File: config.mk
export PLATFORM = sky130hd
export DESIGN_NAME = strict_priority_packet_queues_flat
export DESIGN_NICKNAME = d
export VERILOG_FILES = /design/src/sv/spq_pkg.sv /design/src/sv/spq_if.sv /design/src/sv/spq_store.sv /design/src/sv/strict_priority_packet_queues.sv /design/src/flat_wrapper.sv
export SDC_FILE = /design/constraint.sdc
export NUM_CORES = 2
export LEC_CHECK = 0
export ABC_AREA = 1
export BUFFER_PORTS_ARGS = -buffer_cell sky130_fd_sc_hd__buf_2
export CAP_MARGIN = 30
export CELL_PAD_IN_SITES_DETAIL_PLACEMENT = 0
export CELL_PAD_IN_SITES_GLOBAL_PLACEMENT = 1
export CORE_MARGIN = 5
export CORE_UTILIZATION = 35
export DETAILED_ROUTE_END_ITERATION = 16
export GPL_ROUTABILITY_DRIVEN = 0
export PLACE_DENSITY_LB_ADDON = 0.2
export REMOVE_ABC_BUFFERS = 1
export SLEW_MARGIN = 40
export SYNTH_ARGS = -nofsm -noshare
export SYNTH_HDL_FRONTEND = slang
export SYNTH_SLANG_ARGS = --single-unit
File: constraint.sdc
create_clock -name clk -period 11.05 [get_ports clk]
set_clock_uncertainty 0.1 [all_clocks]
set_input_delay 1.6575 -clock clk [delete_from_list [all_inputs] [get_ports clk]]
set_output_delay 1.6575 -clock clk [all_outputs]
set_load 0.02 [all_outputs]
File: src/sv/spq_pkg.sv
// Package for the strict priority packet queues.
// Sizes, types and sequencer codes; no dependencies.
`default_nettype none
package spq_pkg;
    localparam int QUEUE_DEPTH    = 16;
    localparam int NUM_PRIORITIES = 8;
    localparam int MAX_SEND       = 32;
    localparam int RING_SIZE      = QUEUE_DEPTH + 1;
    localparam int STORE_DEPTH    = NUM_PRIORITIES * RING_SIZE;
    localparam int PRIO_W         = $clog2(NUM_PRIORITIES);
    localparam int RING_W         = $clog2(RING_SIZE + 1);
    localparam int ADDR_W         = $clog2(STORE_DEPTH);
    localparam int LIMIT_W        = 6;
    localparam int SENT_W         = $clog2(MAX_SEND + 1);

    localparam logic ACTION_RECEIVE = 1'b0;
    localparam logic ACTION_SEND    = 1'b1;

    typedef struct packed {
        logic                action;
        logic [2:0]          priority_req;
        logic [15:0]         packet_id;
        logic [LIMIT_W-1:0]  send_limit;
    } in_item_t;

    typedef struct packed {
        logic [15:0] packet_id_res;
        logic [2:0]  priority_res;
        logic        none_sent;
        logic        last;
    } out_item_t;

    // storage port request from the sequencer
    typedef struct packed {
        logic              wr_en;
        logic [ADDR_W-1:0] wr_addr;
        logic [15:0]       wr_data;
        logic [ADDR_W-1:0] rd_addr;
    } store_req_t;

    // ring offset wraps once at most
    function automatic logic [RING_W-1:0] ring_add(input logic [RING_W-1:0] a,
                                                  input logic [RING_W-1:0] b);
        logic [RING_W:0] s;
        s = {1'b0, a} + {1'b0, b};
        if (s >= (RING_W+1)'(RING_SIZE))
            s = s - (RING_W+1)'(RING_SIZE);
        return s[RING_W-1:0];
    endfunction

    function automatic logic [ADDR_W-1:0] slot(input logic [PRIO_W-1:0] q,
                                              input logic [RING_W-1:0] idx);
        return ADDR_W'(q) * ADDR_W'(RING_SIZE) + ADDR_W'(idx);
    endfunction
endpackage
`default_nettype wire

File: src/sv/spq_if.sv
// Valid/ready channels carrying one transaction of type in_item_t or out_item_t.
// Depends on spq_pkg for payload types.
`default_nettype none
interface spq_in_if;
    logic                valid;
    logic                ready;
    spq_pkg::in_item_t   data;
    modport source (output valid, output data, input ready);
    modport sink   (input valid, input data, output ready);
endinterface

interface spq_out_if;
    logic                valid;
    logic                ready;
    spq_pkg::out_item_t  data;
    modport source (output valid, output data, input ready);
    modport sink   (input valid, input data, output ready);
endinterface
`default_nettype wire

File: src/sv/spq_store.sv
// Handle storage: one write port, one registered read port.
// Depends on spq_pkg.
`default_nettype none
module spq_store (
    input  wire logic               clk,
    input  wire spq_pkg::store_req_t req,
    output logic [15:0]             rd_data
);
    import spq_pkg::*;
    logic [15:0] mem [STORE_DEPTH];

    always_ff @(posedge clk)
    begin
        if (req.wr_en)
            mem[req.wr_addr] <= req.wr_data;
        rd_data <= mem[req.rd_addr];
    end
endmodule
`default_nettype wire

File: src/sv/strict_priority_packet_queues.sv
// Strict priority packet queues, top level with sequencer.
// Depends on spq_pkg, spq_if and spq_store.
//
// Usage: items enter on in_ch (valid/ready); results leave on out_ch.
// A receive appends packet_id to the FIFO of priority_req and gives no
// result; when the FIFO exceeds its depth, every second entry is dropped
// by reading and rewriting the kept entries through the store. A send
// emits up to send_limit (saturated at 32) results, highest non-empty
// priority first, each going through search, store read and output; the
// final one has last set. With nothing to send a single none_sent result
// appears. The store has one read and one write port, so one transaction
// is in work at a time and in_ch.ready is low meanwhile.
// Reset clears queue counts and heads; storage contents are left as is.
// When out_ch.ready is low the pending result is held and the sequencer
// waits; no result is lost or repeated.
`default_nettype none
module strict_priority_packet_queues (
    input  wire logic clk,
    input  wire logic rst_n,
    spq_in_if.sink    in_ch,
    spq_out_if.source out_ch
);
    import spq_pkg::*;

    localparam logic [2:0] ST_IDLE = 3'd0;
    localparam logic [2:0] ST_RECV = 3'd1;
    localparam logic [2:0] ST_DRD  = 3'd2;
    localparam logic [2:0] ST_DWR  = 3'd3;
    localparam logic [2:0] ST_SRCH = 3'd4;
    localparam logic [2:0] ST_SRD  = 3'd5;
    localparam logic [2:0] ST_SOUT = 3'd6;

    logic [2:0]        state_reg, state_next;
    logic [RING_W-1:0] count_reg [NUM_PRIORITIES];
    logic [RING_W-1:0] head_reg  [NUM_PRIORITIES];
    in_item_t          item_reg;
    logic [RING_W-1:0] k_reg, k_next, keep_reg;
    logic [SENT_W-1:0] sent_reg, limit_reg;
    logic [PRIO_W-1:0] q_reg;
    logic              ov_reg, ov_next;
    out_item_t         res_reg;
    logic [15:0]       rd_data;
    store_req_t        req;

    logic              any_full;
    logic [PRIO_W-1:0] top_q;
    logic [PRIO_W-1:0] pq;

    spq_store u_store (.clk(clk), .req(req), .rd_data(rd_data));

    assign pq = item_reg.priority_req[PRIO_W-1:0];

    always_comb
    begin
        any_full = 1'b0;
        top_q = '0;
        for (int i = 0; i < NUM_PRIORITIES; i++)
        begin
            if (count_reg[i] != '0)
            begin
                any_full = 1'b1;
                top_q = PRIO_W'(i);
            end
        end
    end

    assign in_ch.ready = (state_reg == ST_IDLE);
    assign out_ch.valid = ov_reg;
    assign out_ch.data = res_reg;

    always_comb
    begin
        req.wr_en = 1'b0;
        req.wr_addr = slot(pq, ring_add(head_reg[pq], count_reg[pq]));
        req.wr_data = item_reg.packet_id;
        req.rd_addr = slot(pq, ring_add(head_reg[pq], RING_W'({k_reg, 1'b0})));
        k_next = k_reg;
        unique case (state_reg)
            ST_IDLE: k_next = '0;
            ST_RECV: req.wr_en = 1'b1;
            ST_DWR:
            begin
                req.wr_en = 1'b1;
                req.wr_addr = slot(pq, ring_add(head_reg[pq], k_reg));
                req.wr_data = rd_data;
                k_next = k_reg + 1'b1;
            end
            ST_SRD: req.rd_addr = slot(q_reg, head_reg[q_reg]);
            default: ;
        endcase
    end

    always_comb
    begin
        state_next = state_reg;
        unique case (state_reg)
            ST_IDLE:
                if (in_ch.valid)
                    state_next = (in_ch.data.action == ACTION_SEND) ? ST_SRCH : ST_RECV;
            ST_RECV:
                state_next = (count_reg[pq] >= RING_W'(QUEUE_DEPTH)) ? ST_DRD : ST_IDLE;
            ST_DRD: state_next = ST_DWR;
            ST_DWR: state_next = (k_next == keep_reg) ? ST_IDLE : ST_DRD;
            ST_SRCH:
                if (!ov_reg || out_ch.ready)
                begin
                    if (sent_reg < limit_reg && any_full)
                        state_next = ST_SRD;
                    else
                        state_next = ST_IDLE;
                end
            ST_SRD: state_next = ST_SOUT;
            ST_SOUT: state_next = ST_SRCH;
            default: state_next = ST_IDLE;
        endcase
    end

    always_comb
    begin
        ov_next = ov_reg && !out_ch.ready;
        if (state_reg == ST_SOUT)
            ov_next = 1'b1;
        else if (state_reg == ST_SRCH && (!ov_reg || out_ch.ready) &&
                 !(sent_reg < limit_reg && any_full) && sent_reg == '0)
            ov_next = 1'b1;
    end

    always_ff @(posedge clk or negedge rst_n)
    begin
        if (!rst_n)
        begin
            state_reg <= ST_IDLE;
            ov_reg <= 1'b0;
            for (int i = 0; i < NUM_PRIORITIES; i++)
            begin
                count_reg[i] <= '0;
                head_reg[i] <= '0;
            end
            k_reg <= '0;
            sent_reg <= '0;
            keep_reg <= '0;
            q_reg <= '0;
            res_reg <= '0;
        end
        else
        begin
            state_reg <= state_next;
            k_reg <= k_next;
            ov_reg <= ov_next;
            unique case (state_reg)
                ST_IDLE:
                    if (in_ch.valid)
                        sent_reg <= '0;
                ST_RECV:
                    if (count_reg[pq] >= RING_W'(QUEUE_DEPTH))
                        keep_reg <= RING_W'((QUEUE_DEPTH + 2) / 2);
                    else
                        count_reg[pq] <= count_reg[pq] + 1'b1;
                ST_DWR:
                    if (k_next == keep_reg)
                        count_reg[pq] <= keep_reg;
                ST_SRCH:
                    if (!ov_reg || out_ch.ready)
                    begin
                        if (sent_reg < limit_reg && any_full)
                            q_reg <= top_q;
                        else if (sent_reg == '0)
                            res_reg <= '{packet_id_res: '0, priority_res: '0,
                                         none_sent: 1'b1, last: 1'b1};
                    end
                ST_SRD:
                begin
                    head_reg[q_reg] <= ring_add(head_reg[q_reg], RING_W'(1));
                    count_reg[q_reg] <= count_reg[q_reg] - 1'b1;
                    sent_reg <= sent_reg + 1'b1;
                end
                ST_SOUT:
                begin
                    res_reg.packet_id_res <= rd_data;
                    res_reg.priority_res <= 3'(q_reg);
                    res_reg.none_sent <= 1'b0;
                    res_reg.last <= (sent_reg >= limit_reg) || !any_full;
                end
                default: ;
            endcase
        end
    end

    always_ff @(posedge clk)
    begin
        if (state_reg == ST_IDLE && in_ch.valid)
        begin
            item_reg <= in_ch.data;
            limit_reg <= (in_ch.data.send_limit > LIMIT_W'(MAX_SEND)) ?
                         SENT_W'(MAX_SEND) : SENT_W'(in_ch.data.send_limit);
        end
    end

    a_ov_hold: assert property (@(posedge clk) disable iff (!rst_n)
        ov_reg && !out_ch.ready |=> ov_reg && $stable(res_reg))
        else $error("result dropped under stall");
    a_sout_free: assert property (@(posedge clk) disable iff (!rst_n)
        state_reg == ST_SOUT |-> !ov_reg)
        else $error("result overwritten");
    a_sent_lim: assert property (@(posedge clk) disable iff (!rst_n)
        sent_reg <= limit_reg || state_reg == ST_IDLE)
        else $error("send count beyond limit");
    a_srd_nonempty: assert property (@(posedge clk) disable iff (!rst_n)
        state_reg == ST_SRD |-> count_reg[q_reg] != '0)
        else $error("pop from empty queue");
endmodule
`default_nettype wire

File: src/flat_wrapper.sv
// flat-port wrapper written by rule: the top's interface ports become plain ports
module strict_priority_packet_queues_flat import spq_pkg::*;
  (clk, rst_n, in_ch_valid, in_ch_data, in_ch_ready, out_ch_valid, out_ch_data, out_ch_ready);
  spq_in_if in_ch_i ();
  spq_out_if out_ch_i ();
  input  wire logic clk;
  input  wire logic rst_n;
  input wire logic [$bits(in_ch_i.valid)-1:0] in_ch_valid;
  input wire logic [$bits(in_ch_i.data)-1:0] in_ch_data;
  output wire logic [$bits(in_ch_i.ready)-1:0] in_ch_ready;
  output wire logic [$bits(out_ch_i.valid)-1:0] out_ch_valid;
  output wire logic [$bits(out_ch_i.data)-1:0] out_ch_data;
  input wire logic [$bits(out_ch_i.ready)-1:0] out_ch_ready;
  assign in_ch_i.valid = in_ch_valid;
  assign in_ch_i.data = in_ch_data;
  assign in_ch_ready = in_ch_i.ready;
  assign out_ch_valid = out_ch_i.valid;
  assign out_ch_data = out_ch_i.data;
  assign out_ch_i.ready = out_ch_ready;
  strict_priority_packet_queues u_core (.clk(clk), .rst_n(rst_n), .in_ch(in_ch_i), .out_ch(out_ch_i));
endmodule
* Word-level counts from Yosys, hierarchy flattened
Memory sizes are Yosys's and may differ from the RTL's. A register that Yosys moved wholly into a read port is not among the register bits.
Cells that the tools add are included.
Widths: inputs -> output; s select.
** Operators by class
- Multiply operators :: 2
- Multiplexer cells :: 65
- Bitwise logic cells :: 2
- Equal/unequal tests :: 13
- Order comparisons :: 12
- $add $sub $neg :: 16
- Reduce and logical (&&, ||, !) cells :: 34
** Operators by type and width (number)
- $bwmux 40 :: 4
- $pmux 40 s3 :: 1
- $mux 40 :: 2
- $mux 5 :: 16
- $mux 21 :: 3
- $bmux 5 s3 :: 4
- $pmux 21 s2 :: 1
- $reduce_bool 5->1 :: 8
- $add 8x5->8 :: 4
- $demux 5 s3 :: 2
- $ge 6x5->1 const B :: 4
- $mux 24 :: 1
- $mux 3 :: 8
- $pmux 3 s7 :: 1
- $sub 5x5->5 const B :: 4
- $add 5x5->6 :: 3
- $mul 3x5->8 const B :: 2
- $mux 1 :: 14
- $pmux 6 s2 :: 1
- $add 5x1->5 const B :: 2
- $ne 2x2->1 const B :: 5
- $pmux 5 s2 :: 1
- $eq 3x3->1 const B :: 3
- $ge 4x4->1 const B :: 2
- other kinds (27) :: 48
** Word-level totals
- Bits in writable memories :: 2176
- Bits of input ports :: 30
- Flip-flop bits (word level) :: 145
- Memories kept :: 1
** Memory list
- u_core.u_store.mem :: depth 136, width 16, rd ports 1, clocked after memory_dff 1, write ports 1, RTL line spq_store.sv:10 : logic [15:0] mem [STORE_DEPTH];

* Logic depth before layout (Yosys ltp)
- Depth after elaboration :: 15
- Mapped depth :: 37

* Hierarchy
A second synthesis with hierarchy kept.
** Second synthesis, totals
- Cell total of the unflattened synthesis :: 8826
- Area total of the unflattened synthesis :: 99086.3 um^2
** By module, submodules not included
- spq_store :: cells an instance 7205, area an instance 88028.2 um^2, instances 1, sequential area each 65663.0 um^2
- strict_priority_packet_queues :: cells an instance 1621, area an instance 11058.1 um^2, instances 1, sequential area each 3753.6 um^2

* Worst setup path before layout
No wires, ideal clock.
- Path type :: flip-flop to flip-flop
- From :: reg u_core.state_reg[2]
- To :: mem u_core.u_store.mem[0][0], data pin
- Arrival time :: 6.678 ns
- Data required time :: 9.690 ns
- Buffers on the path :: 2
- Clock period less this slack :: 8.038 ns
- Setup slack :: 3.012 ns
- Cell stages (with the launch flop) :: 8
- Path through :: dfrtp_1 -> inv_2 -> nand2_1 -> nor2_4 -> inv_2 -> clkbuf_1 -> clkbuf_1 -> o21ai_0
** RTL lines
- start: declaration :: RTL line strict_priority_packet_queues.sv:33 : logic [2:0] state_reg, state_next;
- start signal: assignment :: RTL line strict_priority_packet_queues.sv:147 : state_reg <= state_next;
- end: declaration :: RTL line spq_store.sv:10

* Final worst setup path
- From :: reg u_core.item_reg, in the netlist u_core.pq[0]
- To :: mem u_core.u_store.mem[79][14] (enable)
** On the way
- Cells in the longest elaborated chain, start to end :: 10
- Elaborated cells between the ends (all ways) :: 20
** Ends and longest elaborated chain
- start: declaration :: RTL line strict_priority_packet_queues.sv:36 : in_item_t item_reg;
- start signal: assignment :: RTL line strict_priority_packet_queues.sv:193 : item_reg <= in_ch.data;
- $not 3->4 (not written as such) :: RTL line strict_priority_packet_queues.sv:74, strict_priority_packet_queues.sv:84
- $bmux 5 s3 :: RTL line strict_priority_packet_queues.sv:74, strict_priority_packet_queues.sv:84
- $mux 5 (not written as such) (2 in series) :: RTL line strict_priority_packet_queues.sv:74, strict_priority_packet_queues.sv:84
- $add 5x5->6 :: RTL line spq_pkg.sv:45 : s = {1'b0, a} + {1'b0, b};
- $sub 5x5->5 / $ge 6x5->1 (equally long branches) :: RTL line spq_pkg.sv:47, spq_pkg.sv:46
- $mux 5 :: RTL line spq_pkg.sv:46 : if (s >= (RING_W+1)'(RING_SIZE))
- $mux 5 :: RTL line strict_priority_packet_queues.sv:78 : unique case (state_reg)
- $add 8x5->8 :: RTL line spq_pkg.sv:53 : return ADDR_W'(q) * ADDR_W'(RING_SIZE) + ADDR_W'(idx);
- $mux 24 (*) :: RTL line strict_priority_packet_queues.sv:78
Mark *: on every way between the ends. The rest lies on a longest branch, timed or not. The select of a mux whose other input is x is not followed.

==> qor.csv <==
metric,value,unit
status,finished clean,
crit_fanout,16,
endpoint_kind,flip-flop,
startpoint,u_core.pq[0],
grt_max_degree,163,
postCtsResizedCells,0,
async_flop_share,5.13,%
cts_tree,built,
max_stage_delay,830,ps
regArea,0.0694,mm^2
clockRootBuffer,clkbuf_16,
fp.dieW,539,um
ys_seq_area_share,70.8,%
yosysMostFrequentCell,edfxtp_1,
drive_gt1_share,10.1,%
viasPerCell,5.40,
hold_viol_final,0,
worst-r2r-cell-count,27,
fill_cells,26529,
worst_slew_pin_slew,974,ps
syn2layout_area_growth,14.9,%
arrival,8690,ps
finalMaxSlewViolations,0,
final_util,40.3,%
drtPass1Iterations,6,
first_global_vias,64821,
ys_types,59,
yosys_warnings,0,
initial_utilization,35.1,%
fmax,0.120,GHz
finalWirelength,324,mm
dp_hpwl,186,mm
h-tree-depth,5,
min-delay-path-class,flip-flop to flip-flop,
rsz0062_at_grt,false,
synth_area_leaders,"edfxtp_1, o21ai_0, nand2_1",
fp-row-count,194,
critPathBufInv,6,
min_to,u_core.out_ch.data[4],
syn-cell-area,0.0980,mm^2
ctsHoldBuffers,0,
cts_made_buffers,270,
finalCriticalPeriod,8330,ps
cp_top_family,simple AND/OR/NAND/NOR gates,
min_from,u_core.out_ch.data[4],
r2r_end,u_core.u_store.mem[79][14],
placement.io_buffers,52,
worstSetupPathType,flip-flop to flip-flop,
critical_path_required,11410,ps
r2r-start,u_core.pq[0],
final_nets,8595,
vias,67188,
synth_ff_type,edfxtp_1,
syn_area_per_cell,11.6,um^2
drc_errors,0,
drtIter0Drc,6959,
max-clock-path-buffers,4,
reg2reg_slack,2720,ps
die_h,539,um
synth_edf_count,2201,
grt_usage,21.5,%
antenna_found_initial,6,
wire_per_inst,26.1,um
syn_inst,8468,
overflow,0,
synth-seq-cells,2337,
coreArea,0.279,mm^2
clock_latency,850,ps
start_kind,flip-flop,
yosysTopAreaCell,edfxtp_1,
timing.final.crit_share,75.4,%
postCtsSetupBuffers,0,
critPathSlowestCell,nor3_4,
setup_viol,0,
grt_first_pass_wirelength,467,mm
clkSlewWorstSetupHoldPaths,70,ps
cts_sinks,2337,
synthTopCellsByCount,"edfxtp_1, nand2_1, nor2_1",
maxCapViolations,0,
relSlewSlack,35.1,%
postRouteAntennaNets,0,
io_pins,53,
multiInputGateArea,0.0262,mm^2
yosysTopAreaCellShare,67.4,%
largest_reg_flops,2176,
die_area,0.291,mm^2
holdPathStages,2,
kinds of logic after synthesis:
logic type | share of synthesized area [%]
AO/OA/AOI/OAI | 10.7
XOR/XNOR | 0.198
adder cells (fa/ha/maj) | 0.748
buffers and inverters | 3.56
flip-flops | 70.8
multiplexers | 0.0102
AND/OR/NAND/NOR | 14.0
cell type report:
class | count | area share [%]
flip-flops and latches | 2337 | 61.6
multi-input cells | 5282 | 23.2
well taps | 3724 | 4.14
clock inverters | 108 | 0.947
inverters | 312 | 1.05
clock buffers | 366 | 6.54
diodes | 7 | 0.0156
repair buffers | 307 | 2.45
routing by layer:
| metal | track usage, % | up-vias | routed length [um] |
|---|---|---|---|
| met1 | 30.7 | 33917 | 145000 |
| met4 | 6.69 | 2 | 10400 |
| met2 | 33.7 | 2270 | 147000 |
| li1 | - | 30529 | - |
| met5 | 0 | - | 13 |
| met3 | 3.66 | 470 | 22300 |
worst max path at each step:
stage / to / slack, ps / cells after the start
after CTS: u_core.u_store.mem[79][14] / 2880 / 27
after global placement: u_core.u_store.mem[79][14] / 2660 / 27
after floorplan: u_core.u_store.rd_data[11] / -10710 / 21
after global routing: u_core.u_store.mem[79][14] / 2260 / 27
after detailed placement: u_core.u_store.mem[79][8] / 2940 / 27
final: u_core.u_store.mem[79][14] / 2720 / 27
worst min-delay path, cell delays in order (launching register included):
cell and delay (ps):
dfrtp_1 340, nand2_1 50, o21ai_0 60
through the flow:
stage                     TNS, ps  cell area (um^2)  hold slack (ps)  worst slack (ps)  std cells
after detailed placement        0            104000              371              2940      11955
after global routing            0            113000              404              2260      12437
final                           0            113000              384              2720      12443
after global placement          0            104000              367              2660      11949
after floorplan           -170640             95700              342            -10710       7931
after CTS                       0            112000              385              2880      12429
layout by cell type, fill, tap and decap left out, types with 7 or more instances in the layout:
master,count
o221ai_1,98
xor2_1,10
nand3b_1,56
inv_1,297
clkbuf_1,81
a21oi_2,9
buf_6,25
inv_2,7
a221oi_1,21
nand4_1,12
nand3_1,469
edfxtp_1,2201
dfrtp_1,120
nand3_2,10
o21ai_4,18
clkinv_2,31
diode_2,7
o21ai_0,1167
buf_12,31
o211ai_1,18
nand2_2,10
a21oi_1,114
nor3_1,21
o22ai_1,378
clkinv_1,48
o21ai_1,9
ha_1,49
buf_4,194
buf_2,51
bufinv_16,18
clkbuf_16,279
nor2_1,1210
nor3_2,126
nand2_1,1393
nor2_4,11
dfxtp_1,16
Power is not shown: default switching activity piles up to over one toggle a cycle in this logic, so the estimate is an artifact.
